[config.mk]
export PLATFORM = sky130hd
export DESIGN_NAME = line_follow_pd_steering_core_flat
export DESIGN_NICKNAME = d
export VERILOG_FILES = /design/src/rtl/lfpd_pkg.sv /design/src/rtl/lfpd_if.sv /design/src/rtl/lfpd_cfg.sv /design/src/rtl/lfpd_law.sv /design/src/rtl/lfpd_steer.sv /design/src/rtl/line_follow_pd_steering_core.sv /design/src/flat_wrapper.sv
export VERILOG_INCLUDE_DIRS = /design/src /design/src/rtl
export SDC_FILE = /design/constraint.sdc
export NUM_CORES = 1
export LEC_CHECK = 0
export BUFFER_PORTS_ARGS = -buffer_cell sky130_fd_sc_hd__buf_2
export CORE_MARGIN = 4
export CORE_UTILIZATION = 65
export DETAILED_ROUTE_END_ITERATION = 12
export PLACE_DENSITY = 0.85
export SYNTH_ARGS = -nofsm -noshare
export SYNTH_HDL_FRONTEND = slang
export SYNTH_SLANG_ARGS = --single-unit
export TNS_END_PERCENT = 20
[constraint.sdc]
create_clock -name clk -period 15.6 [get_ports clk]
set_input_delay 0.78 -clock clk [delete_from_list [all_inputs] [get_ports clk]]
set_output_delay 0.78 -clock clk [all_outputs]
set_load 0.01 [all_outputs]
[src/rtl/line_follow_pd_steering_core_assert.svh]
// ---------------------------------------------------------------------------
// line_follow_pd_steering_core_assert.svh
// Assertion macros used by the PD steering top level.
// ---------------------------------------------------------------------------
`ifndef LINE_FOLLOW_PD_STEERING_CORE_ASSERT_SVH
`define LINE_FOLLOW_PD_STEERING_CORE_ASSERT_SVH

// Same-cycle implication, disabled during reset.
`define LFPD_ASSERT_IMP(label, clk, rst, ante, cons, msg) \
  label: assert property (@(posedge clk) disable iff (rst) (ante) |-> (cons)) \
    else $error(msg);

// Next-cycle implication, disabled during reset.
`define LFPD_ASSERT_NXT(label, clk, rst, ante, cons, msg) \
  label: assert property (@(posedge clk) disable iff (rst) (ante) |=> (cons)) \
    else $error(msg);

`endif

[src/rtl/lfpd_pkg.sv]
// ---------------------------------------------------------------------------
// lfpd_pkg
// Shared widths, register indexes, constants and types of the PD steering core.
// ---------------------------------------------------------------------------
`timescale 1ns / 1ps

package lfpd_pkg;

  localparam int DUTY_BITS  = 8;   // duty register width, 8..16
  localparam int POS_W      = 4;
  localparam int GAIN_W     = 8;
  localparam int ERR_W      = 5;   // error spans -15..15
  localparam int DIFF_W     = 6;   // error difference spans -30..30
  localparam int DERIV_W    = 3;   // derivative spans -3..3
  localparam int DRIVE_W    = 14;  // |drive| <= 4590
  localparam int CALC_W     = 17;  // base - 2*|drive|, wraps to the duty width
  localparam int BASE_W     = 7;
  localparam int OUT_W      = 8;
  localparam int CFG_IDX_W  = 2;
  localparam int CFG_DATA_W = 8;

  localparam logic [CFG_IDX_W-1:0] REG_TARGET = 2'd0;
  localparam logic [CFG_IDX_W-1:0] REG_PROP   = 2'd1;
  localparam logic [CFG_IDX_W-1:0] REG_DERIV  = 2'd2;

  localparam logic [DIFF_W-1:0]         DIFF_DIVISOR = 6'd10;
  localparam logic [BASE_W-1:0]         TURN_SPEED   = 7'd40;
  localparam logic [BASE_W-1:0]         BASE_RESET   = 7'd80;
  localparam logic signed [POS_W-1:0]   TARGET_RESET = 4'sd0;
  localparam logic [GAIN_W-1:0]         PROP_RESET   = 8'd3;
  localparam logic [GAIN_W-1:0]         DERIV_RESET  = 8'd20;

  typedef struct packed {
    logic signed [POS_W-1:0] target;
    logic [GAIN_W-1:0]       prop;
    logic [GAIN_W-1:0]       deriv;
  } cfg_t;

  typedef struct packed {
    logic signed [ERR_W-1:0] err;
    logic [CALC_W-1:0]       delta;     // 2*|drive|
    logic                    drive_nz;
  } law_t;

  // Difference / 10 truncated toward zero; |d| <= 30 so a compare ladder does it.
  function automatic logic signed [DERIV_W-1:0] div10(input logic signed [DIFF_W-1:0] d);
    logic [DIFF_W-1:0]       mag;
    logic signed [DERIV_W-1:0] q;
    mag = d[DIFF_W-1] ? DIFF_W'(-d) : DIFF_W'(d);
    if (mag >= DIFF_W'(DIFF_DIVISOR * 3))      q = 3'sd3;
    else if (mag >= DIFF_W'(DIFF_DIVISOR * 2)) q = 3'sd2;
    else if (mag >= DIFF_DIVISOR)              q = 3'sd1;
    else                                       q = 3'sd0;
    return d[DIFF_W-1] ? DERIV_W'(-q) : q;
  endfunction

endpackage

[src/rtl/lfpd_if.sv]
// ---------------------------------------------------------------------------
// lfpd_if
// Valid/ready channels: position samples in, duty pairs out.
// ---------------------------------------------------------------------------
`timescale 1ns / 1ps

interface lfpd_in_if;
  logic                                 valid;
  logic                                 ready;
  logic signed [lfpd_pkg::POS_W-1:0]    line_position;

  modport source (output valid, output line_position, input ready);
  modport sink   (input valid, input line_position, output ready);
endinterface

interface lfpd_out_if;
  logic                         valid;
  logic                         ready;
  logic [lfpd_pkg::OUT_W-1:0]   left_duty;
  logic [lfpd_pkg::OUT_W-1:0]   right_duty;

  modport source (output valid, output left_duty, output right_duty, input ready);
  modport sink   (input valid, input left_duty, input right_duty, output ready);
endinterface

[src/rtl/lfpd_cfg.sv]
// ---------------------------------------------------------------------------
// lfpd_cfg
// Configuration registers: setpoint and the two gains.
// ---------------------------------------------------------------------------
`timescale 1ns / 1ps

module lfpd_cfg (
  input  logic                                clk,
  input  logic                                rst,
  input  logic                                cfg_we,
  input  logic [lfpd_pkg::CFG_IDX_W-1:0]      cfg_index,
  input  logic [lfpd_pkg::CFG_DATA_W-1:0]     cfg_data,
  output lfpd_pkg::cfg_t                      cfg
);

  always_ff @(posedge clk) begin
    if (rst) begin
      cfg.target <= lfpd_pkg::TARGET_RESET;
      cfg.prop   <= lfpd_pkg::PROP_RESET;
      cfg.deriv  <= lfpd_pkg::DERIV_RESET;
    end else if (cfg_we) begin
      unique case (cfg_index)
        lfpd_pkg::REG_TARGET: cfg.target <= cfg_data[lfpd_pkg::POS_W-1:0];
        lfpd_pkg::REG_PROP:   cfg.prop   <= cfg_data[lfpd_pkg::GAIN_W-1:0];
        lfpd_pkg::REG_DERIV:  cfg.deriv  <= cfg_data[lfpd_pkg::GAIN_W-1:0];
        default: ;  // unmapped index, write dropped
      endcase
    end
  end

endmodule

[src/rtl/lfpd_law.sv]
// ---------------------------------------------------------------------------
// lfpd_law
// PD control law: error, scaled derivative, drive and the duty correction.
// ---------------------------------------------------------------------------
`timescale 1ns / 1ps

module lfpd_law (
  input  logic signed [lfpd_pkg::POS_W-1:0]  pos,
  input  lfpd_pkg::cfg_t                     cfg,
  input  logic signed [lfpd_pkg::ERR_W-1:0]  last_err,
  output lfpd_pkg::law_t                     law
);

  localparam int EW = lfpd_pkg::ERR_W;
  localparam int DW = lfpd_pkg::DRIVE_W;

  logic signed [EW-1:0]                   err;
  logic signed [lfpd_pkg::DIFF_W-1:0]     diff;
  logic signed [lfpd_pkg::DERIV_W-1:0]    deriv;
  logic signed [DW-1:0]                   p_term;
  logic signed [DW-1:0]                   d_term;
  logic signed [DW-1:0]                   drive;
  logic [DW-1:0]                          mag;

  always_comb begin
    err    = {cfg.target[lfpd_pkg::POS_W-1], cfg.target} - {pos[lfpd_pkg::POS_W-1], pos};
    diff   = {err[EW-1], err} - {last_err[EW-1], last_err};
    deriv  = lfpd_pkg::div10(diff);
    p_term = $signed({{(DW-lfpd_pkg::GAIN_W){1'b0}}, cfg.prop}) *
             $signed({{(DW-EW){err[EW-1]}}, err});
    d_term = $signed({{(DW-lfpd_pkg::GAIN_W){1'b0}}, cfg.deriv}) *
             $signed({{(DW-lfpd_pkg::DERIV_W){deriv[lfpd_pkg::DERIV_W-1]}}, deriv});
    drive  = p_term + d_term;
    mag    = drive[DW-1] ? DW'(-drive) : DW'(drive);

    law.err      = err;
    law.delta    = {{(lfpd_pkg::CALC_W-DW-1){1'b0}}, mag, 1'b0};  // times two
    law.drive_nz = |drive;
  end

endmodule

[src/rtl/lfpd_steer.sv]
// ---------------------------------------------------------------------------
// lfpd_steer
// Steering state: base speeds, duty registers and the previous error.
// ---------------------------------------------------------------------------
`timescale 1ns / 1ps

module lfpd_steer (
  input  logic                                clk,
  input  logic                                rst,
  input  logic                                update,
  input  logic signed [lfpd_pkg::POS_W-1:0]   pos,
  input  lfpd_pkg::law_t                      law,
  output logic signed [lfpd_pkg::ERR_W-1:0]   last_err,
  output logic [lfpd_pkg::DUTY_BITS-1:0]      left_duty,
  output logic [lfpd_pkg::DUTY_BITS-1:0]      right_duty
);

  localparam int CW = lfpd_pkg::CALC_W;
  localparam int BW = lfpd_pkg::BASE_W;
  localparam int NB = lfpd_pkg::DUTY_BITS;

  logic [BW-1:0] left_base;
  logic [BW-1:0] right_base;
  logic [CW-1:0] left_calc;
  logic [CW-1:0] right_calc;
  logic [NB-1:0] turn_duty;

  assign left_calc  = {{(CW-BW){1'b0}}, left_base}  - law.delta;
  assign right_calc = {{(CW-BW){1'b0}}, right_base} - law.delta;
  assign turn_duty  = {{(NB-BW){1'b0}}, lfpd_pkg::TURN_SPEED};

  always_ff @(posedge clk) begin
    if (rst) begin
      last_err   <= '0;
      left_base  <= lfpd_pkg::BASE_RESET;
      right_base <= lfpd_pkg::BASE_RESET;
      left_duty  <= '0;
      right_duty <= '0;
    end else if (update) begin
      last_err <= law.err;
      priority if (pos[lfpd_pkg::POS_W-1]) begin
        // line left of center: slow the left wheel
        left_duty  <= left_calc[NB-1:0];
        right_base <= lfpd_pkg::TURN_SPEED;
        right_duty <= turn_duty;
      end else if (pos != '0) begin
        if (law.drive_nz) begin
          right_duty <= right_calc[NB-1:0];
        end
        left_base <= lfpd_pkg::TURN_SPEED;
        left_duty <= turn_duty;
      end else begin
        left_base  <= lfpd_pkg::TURN_SPEED;
        right_base <= lfpd_pkg::TURN_SPEED;
        left_duty  <= turn_duty;
        right_duty <= turn_duty;
      end
    end
  end

endmodule

[src/rtl/line_follow_pd_steering_core.sv]
// ---------------------------------------------------------------------------
// line_follow_pd_steering_core
// PD line-following controller with differential steering, top level.
// ---------------------------------------------------------------------------
`timescale 1ns / 1ps
// Usage:
//  - sample: one signed line position per beat (negative = left of center).
//  - result: one beat per sample, holding the low 8 bits of the left and
//    right duty registers after that sample was applied.
//  - cfg_we/cfg_index/cfg_data: write setpoint (0), Kp (1), Kd (2) while the
//    core is idle; unmapped indexes are dropped.
// Path: from the sample beat through the input register, then the control law
//   into the duty registers, which drive the result beat.
// Throughput: one sample per cycle while results are taken. The control law,
//   the state update and the duty registers all sit in one stage, so each
//   sample sees the state left by the one before it without any bypass.
// Reset (rst, synchronous): both stages empty, previous error 0, bases 80,
//   duties 0, setpoint 0, Kp 3, Kd 20.
// Stall: while the result is held (valid, not ready) the duty stage stays
//   frozen; the input register still takes one more sample, then ready drops.
// ---------------------------------------------------------------------------

`include "line_follow_pd_steering_core_assert.svh"

module line_follow_pd_steering_core (
  input  logic                              clk,
  input  logic                              rst,
  input  logic                              cfg_we,
  input  logic [lfpd_pkg::CFG_IDX_W-1:0]    cfg_index,
  input  logic [lfpd_pkg::CFG_DATA_W-1:0]   cfg_data,
  lfpd_in_if.sink                           sample,
  lfpd_out_if.source                        result
);

  lfpd_pkg::cfg_t                          cfg;
  lfpd_pkg::law_t                          law;
  logic signed [lfpd_pkg::POS_W-1:0]       s1_pos;
  logic                                    s1_valid;
  logic                                    res_valid;
  logic                                    advance;
  logic                                    accept;
  logic signed [lfpd_pkg::ERR_W-1:0]       last_err;
  logic [lfpd_pkg::DUTY_BITS-1:0]          left_duty;
  logic [lfpd_pkg::DUTY_BITS-1:0]          right_duty;

  // Stage 1 moves into the duty stage whenever the result slot is free or
  // being drained this cycle.
  assign advance      = s1_valid && (!res_valid || result.ready);
  assign sample.ready = !s1_valid || advance;
  assign accept       = sample.valid && sample.ready;

  always_ff @(posedge clk) begin
    if (rst) begin
      s1_valid  <= 1'b0;
      res_valid <= 1'b0;
    end else begin
      if (accept)       s1_valid <= 1'b1;
      else if (advance) s1_valid <= 1'b0;

      if (advance)           res_valid <= 1'b1;
      else if (result.ready) res_valid <= 1'b0;
    end
  end

  // input register, payload only
  always_ff @(posedge clk) begin
    if (accept) begin
      s1_pos <= sample.line_position;
    end
  end

  lfpd_cfg u_cfg (
    .clk       (clk),
    .rst       (rst),
    .cfg_we    (cfg_we),
    .cfg_index (cfg_index),
    .cfg_data  (cfg_data),
    .cfg       (cfg)
  );

  lfpd_law u_law (
    .pos      (s1_pos),
    .cfg      (cfg),
    .last_err (last_err),
    .law      (law)
  );

  // The duty registers double as the result register.
  lfpd_steer u_steer (
    .clk        (clk),
    .rst        (rst),
    .update     (advance),
    .pos        (s1_pos),
    .law        (law),
    .last_err   (last_err),
    .left_duty  (left_duty),
    .right_duty (right_duty)
  );

  assign result.valid      = res_valid;
  assign result.left_duty  = left_duty[lfpd_pkg::OUT_W-1:0];
  assign result.right_duty = right_duty[lfpd_pkg::OUT_W-1:0];

  `LFPD_ASSERT_IMP(a_blocked_no_take, clk, rst, s1_valid && !advance, !sample.ready,
                   "input taken while stage 1 is blocked")
  `LFPD_ASSERT_NXT(a_advance_shows, clk, rst, advance, result.valid,
                   "advanced sample did not reach the result")
  `LFPD_ASSERT_NXT(a_center_even, clk, rst, advance && (s1_pos == '0),
                   (result.left_duty == {1'b0, lfpd_pkg::TURN_SPEED}) &&
                   (result.right_duty == {1'b0, lfpd_pkg::TURN_SPEED}),
                   "centered line did not give even turn duties")

endmodule
[src/flat_wrapper.sv]
// flat-port wrapper written by rule: the top's interface ports become plain ports
module line_follow_pd_steering_core_flat 
  (clk, rst, cfg_we, cfg_index, cfg_data, sample_valid, sample_line_position, sample_ready, result_valid, result_left_duty, result_right_duty, result_ready);
  lfpd_in_if sample_i ();
  lfpd_out_if result_i ();
  input  logic clk;
  input  logic rst;
  input  logic cfg_we;
  input  logic [lfpd_pkg::CFG_IDX_W-1:0] cfg_index;
  input  logic [lfpd_pkg::CFG_DATA_W-1:0] cfg_data;
  input wire logic [$bits(sample_i.valid)-1:0] sample_valid;
  input wire logic [$bits(sample_i.line_position)-1:0] sample_line_position;
  output wire logic [$bits(sample_i.ready)-1:0] sample_ready;
  output wire logic [$bits(result_i.valid)-1:0] result_valid;
  output wire logic [$bits(result_i.left_duty)-1:0] result_left_duty;
  output wire logic [$bits(result_i.right_duty)-1:0] result_right_duty;
  input wire logic [$bits(result_i.ready)-1:0] result_ready;
  assign sample_i.valid = sample_valid;
  assign sample_i.line_position = sample_line_position;
  assign sample_ready = sample_i.ready;
  assign result_valid = result_i.valid;
  assign result_left_duty = result_i.left_duty;
  assign result_right_duty = result_i.right_duty;
  assign result_i.ready = result_ready;
  line_follow_pd_steering_core u_core (.clk(clk), .rst(rst), .cfg_we(cfg_we), .cfg_index(cfg_index), .cfg_data(cfg_data), .sample(sample_i), .result(result_i));
endmodule
# Word level (Yosys, flattened, before mapping)
# Cells that the tools add are included.
# totals
memories	0
reg_bits	58
wordCells	62
romBits	0
in_bits	19
ram_bits	0
latchBits	0
# op_classes
shift	0
n_mux	16
mul	2
n_eq_ne	4
div_mod_pow	0
n_addsub	8
reduce_logical	17
bitwise_logic	1
magnitude_cmp	3
# ops
operator	count
$mux 8	4
$mux 7	3
$sub 7x8->8	2
$add 14x12->14	1
$mul 9x5->14	1
$reduce_or 14->1	1
$ge 6x5->1 const B	2
$mul 9x3->12	1
$reduce_and 2->1	6
$neg 7->7	1
$ge 6x4->1 const B	1
$mux 6	1
$neg 6->6	1
$sub 5x5->6	1
$mux 1	5
$sub 4x4->5	1
$mux 2	2
$reduce_bool 2->1	2
$reduce_bool 4->1	1
$mux 3	1
$ne 3x1->1 const B	1
$neg 3->3	1
$eq 2x1->1 const B	1
$eq 2x2->1 const B	1
other kinds (6)	9

# Logic depth before layout (Yosys ltp)
# depth
word_depth	18
depth_mapped	40
mapped_depth_nobuf	39

# By module
# A second synthesis with hierarchy kept.
# hier_totals
hier_cells	640
hier_area_um2	5616.6
# modules_own_cells
module	area_each_um2	seq_area_each_um2	n_inst	cells_per_inst
lfpd_law	3240.6	0.0	1	401
lfpd_steer	1295.0	500.5	1	142
lfpd_cfg	857.1	400.4	1	83
line_follow_pd_steering_core	224.0	160.2	1	14

# Worst setup path before layout
# OpenSTA, ideal clock, no wires.
# synth_timing
kind	reg-to-reg
startpoint	reg u_core.s1_pos[3] (netlist name)
endpoint	reg u_core.u_steer.left_duty[5] (netlist name)
n_path_buf	2
path_stages_with_launch	39
synth_period_minus_slack_ps	9203
t_arrival_ps	9112
setup_ps	91
path_slack_ps	6397
cell_sequence	edfxtp_1 > clkbuf_1 > inv_1 > ha_1 > inv_1 > a2111oi_0 > a21oi_1 > inv_1 > ha_1 > nor2b_1 > a31oi_1 > mux2i_1 > a21oi_1 > o21ai_0 > a32oi_1 > o211ai_1 > inv_1 > ha_1 > [3 not listed] > inv_1 > fa_1 > fa_1 > fa_1 > inv_1 > ha_1 > a21oi_2 > a211oi_2 > o41ai_4 > nor3_2 > mux2i_1 > ha_1 > clkbuf_1 > and2_1 > maj3_1 > o21ai_1 > xor2_1 > a311oi_1
# synth_rtl
item	line_no	source
start, declared	line_follow_pd_steering_core.sv:37	logic signed [lfpd_pkg::POS_W-1:0] s1_pos;
start signal, assigned	line_follow_pd_steering_core.sv:68	s1_pos <= sample.line_position;
end signal, assigned	lfpd_steer.sv:43	left_duty <= left_calc[NB-1:0];
end signal, assigned	lfpd_steer.sv:51	left_duty <= turn_duty;
end signal, assigned	lfpd_steer.sv:55	left_duty <= turn_duty;
end, declared	lfpd_steer.sv:14	output logic [lfpd_pkg::DUTY_BITS-1:0] left_duty,

==> metrics <==
Fin. Hold Viols=0; synth warn=0; initial core utilization=0.6740; # rows=32; Clock Skew=0.01656 ns; min cycle time layout=11.02 ns; total congestion overflow=0; FF+latch count, synth=between 40 and 50; r2r startpoint=u_core.s1_pos[3]; Slew HR=0.2004; worst hold path type=register to register; EDFF count, synth=4; Placer Congestion=0.9601; area share of the largest cell type after synthesis=0.1788; Worst-path clk slew=0.10 ns; DPL Wire Length=between 9000 and 10000 um; Cells after Synth=613; Worst Path Arrival=about 11 ns; setup repair bufs after CTS=0; unrepaired setup endpoints after global routing=no; startpoint types=register; HP Start=u_core.u_steer.left_duty[2]; crit path kind=register to register; Crit-path slowest cell=xnor2_1; Final setup viols=0; Req. time, crit path=approximately 16 ns; I/O pin count=37; initial antenna violation count=0; Max stage delay on crit path=roughly 0.86 ns; TritonCTS Buffers=5; CTS tree=yes; Resized cells post-CTS=0; CP dominant cell by count=inv_1; endpoint type of the worst setup path=register; layout cell share with drive strength beyond 1=0.09937; Placed Cells=728; Synth Flop Type=dfxtp_1; die area=0.009600 mm2; first-pass GRT wire length=20240 um; FFs w/ async S/R, synth=0; clk sink count=49; Final period util=0.7066; Die Wd=97.98 um; largest net degree at the start of global routing=41; core area=0.007807 mm2; DRT iter0 DRCs=164; Fin Setup TNS=0 ns; Total GRT Usage=0.2576; most frequent cell after synthesis=inv_1; Fmax=90.72 MHz; antenna cell count=0; Worst Tran Pin Value=1.194 ns; CTS Hold Buffers Added=0; max cap viols=0; # DRC=0; vias in the first global route=4273; Root Driver=clkbuf_8; DRT antenna net count=0; Initial DRT Pass Iterations=5; sum of routed wire length over all layers=12030 um; Critical path origin=u_core.s1_pos[3]; die height=97.98 um; Post-Layout Cell Count=736; status=completed; sequential area share after synthesis=0.1940; Final Max Slew Viols=0; nets=746; maximum fanout along the worst path=13; syn_area_per_cell=8.585 um2; IO Port Bufs=34; leading area contributor after synthesis=fa_1; routed length per instance=roughly 16 um; Synth area leaders=fa_1 (18%), dfxtp_1 (17%), ha_1 (11%); count of cell types in the netlist=59; Mapped Area=0.005263 mm2; P&R area growth vs syn=5.587%; vias per cell=5.871; Max Root-Sink Buffers=2; # H-tree levels=2; total number of vias=~4300; top post-synthesis cells by count=inv_1 (82), nor2_1 (53), fa_1 (47), ha_1 (47), dfxtp_1 (45); Skew-Pair Late Insertion Delay=between 0.3 and 0.4 ns
-- per-layer routing --
metal  part of all wire  vias to the layer above  GRT usage
met3              0.054                       23    0.04357
met1               0.42                     2082     0.3241
met4              0.018                        0    0.06816
li1                   -                     2078          -
met5                  0                        -          0
met2               0.51                      138     0.4571
-- worst paths after layout --
kind | endpoint | slack, ns | cells past startpoint
worst max register to register | u_core.u_steer.left_duty[5] | 4.58 | 35
worst max-delay path | u_core.u_steer.left_duty[5] | 4.58 | 35
worst min-delay path | u_core.u_steer.left_duty[2] | 0.47 | 2
worst min register to register | u_core.u_steer.left_duty[2] | 0.47 | 2
-- worst max-delay path, delay by kind of cell, from the launching register on --
| kind | cells | cell delay (ns) |
|---|---|---|
| buffers and inverters | 6 | 0.71 |
| AO/OA/AOI/OAI | 13 | 4.05 |
| multiplexers | 1 | 0.33 |
| adder cells (fa/ha/maj) | 9 | 3.71 |
| AND/OR/NAND/NOR | 4 | 0.56 |
| flip-flops | 1 | 0.54 |
| XOR/XNOR | 2 | 1.03 |
-- final cells by class --
type | instances | area [um2]
multi-input combinational | 460 | 3832
tap | 102 | 127.6
fill | 586 | 2251
clock inverter | 3 | 21.27
inverter | 82 | 307.8
timing repair buffer | 35 | 177.7
clock buffer | 5 | 68.82
sequential | 49 | 1021
-- cell usage in the layout, fill, tap and decap left out, types with 3 or more instances in the layout --
| master | count |
|---|---|
| and2_1 | 26 |
| clkbuf_8 | 5 |
| nand3b_1 | 4 |
| buf_2 | 34 |
| nor2b_1 | 22 |
| or3_1 | 8 |
| edfxtp_1 | 4 |
| o22ai_1 | 4 |
| nand2_1 | 41 |
| inv_1 | 82 |
| a21o_1 | 4 |
| maj3_2 | 3 |
| a211o_1 | 3 |
| o21ai_0 | 18 |
| nand4_1 | 6 |
| nor2_1 | 53 |
| xor2_1 | 12 |
| dfxtp_1 | 45 |
| a31oi_1 | 5 |
| fa_1 | 47 |
| nor3_1 | 7 |
| ha_1 | 47 |
| o221ai_1 | 5 |
| nand2b_1 | 9 |
| a311oi_1 | 4 |
| a211oi_1 | 4 |
| or2_2 | 6 |
| o21a_1 | 5 |
| nand3_1 | 14 |
| xnor2_1 | 13 |
| a21oi_1 | 29 |
| mux2i_1 | 26 |
-- metrics by stage --
stage                     area (um2)  hold WS (ns)    util  worst slack (ns)
after global placement          5466        0.4391  0.7002             5.137
after floorplan                 5266        0.4363       -             6.397
final                           5557        0.4688  0.7117             4.577
after detailed placement        5466        0.4532  0.7002             4.717
after global routing            5557        0.4921  0.7117             3.703
after CTS                       5557        0.4701  0.7117             4.657
-- flip-flops by register name, indices dropped and copies added (netlist names) --
register / count
u_core.u_steer.right_base: 2
u_core.s1_valid: 1
u_core.u_steer.right_duty: 7
u_core.u_steer.left_duty: 7
u_core.s1_pos: 4
u_core.u_cfg.cfg: 20
u_core.result.valid: 1
u_core.u_steer.left_base: 2
u_core.u_steer.last_err: 5
-- cell families after synthesis --
logic type	count (synthesis)	synth area share
simple gates	208	0.2038
buf+inv	105	0.07846
fa+ha+maj	99	0.3008
compound gates	98	0.1253
flops	49	0.1940
mux	27	0.05231
xor+xnor	26	0.04470
other cells	1	0.0007126
Power is left out: the tool's default activity adds up to more than one toggle a clock period on the data nets, which glitch-free logic cannot reach.
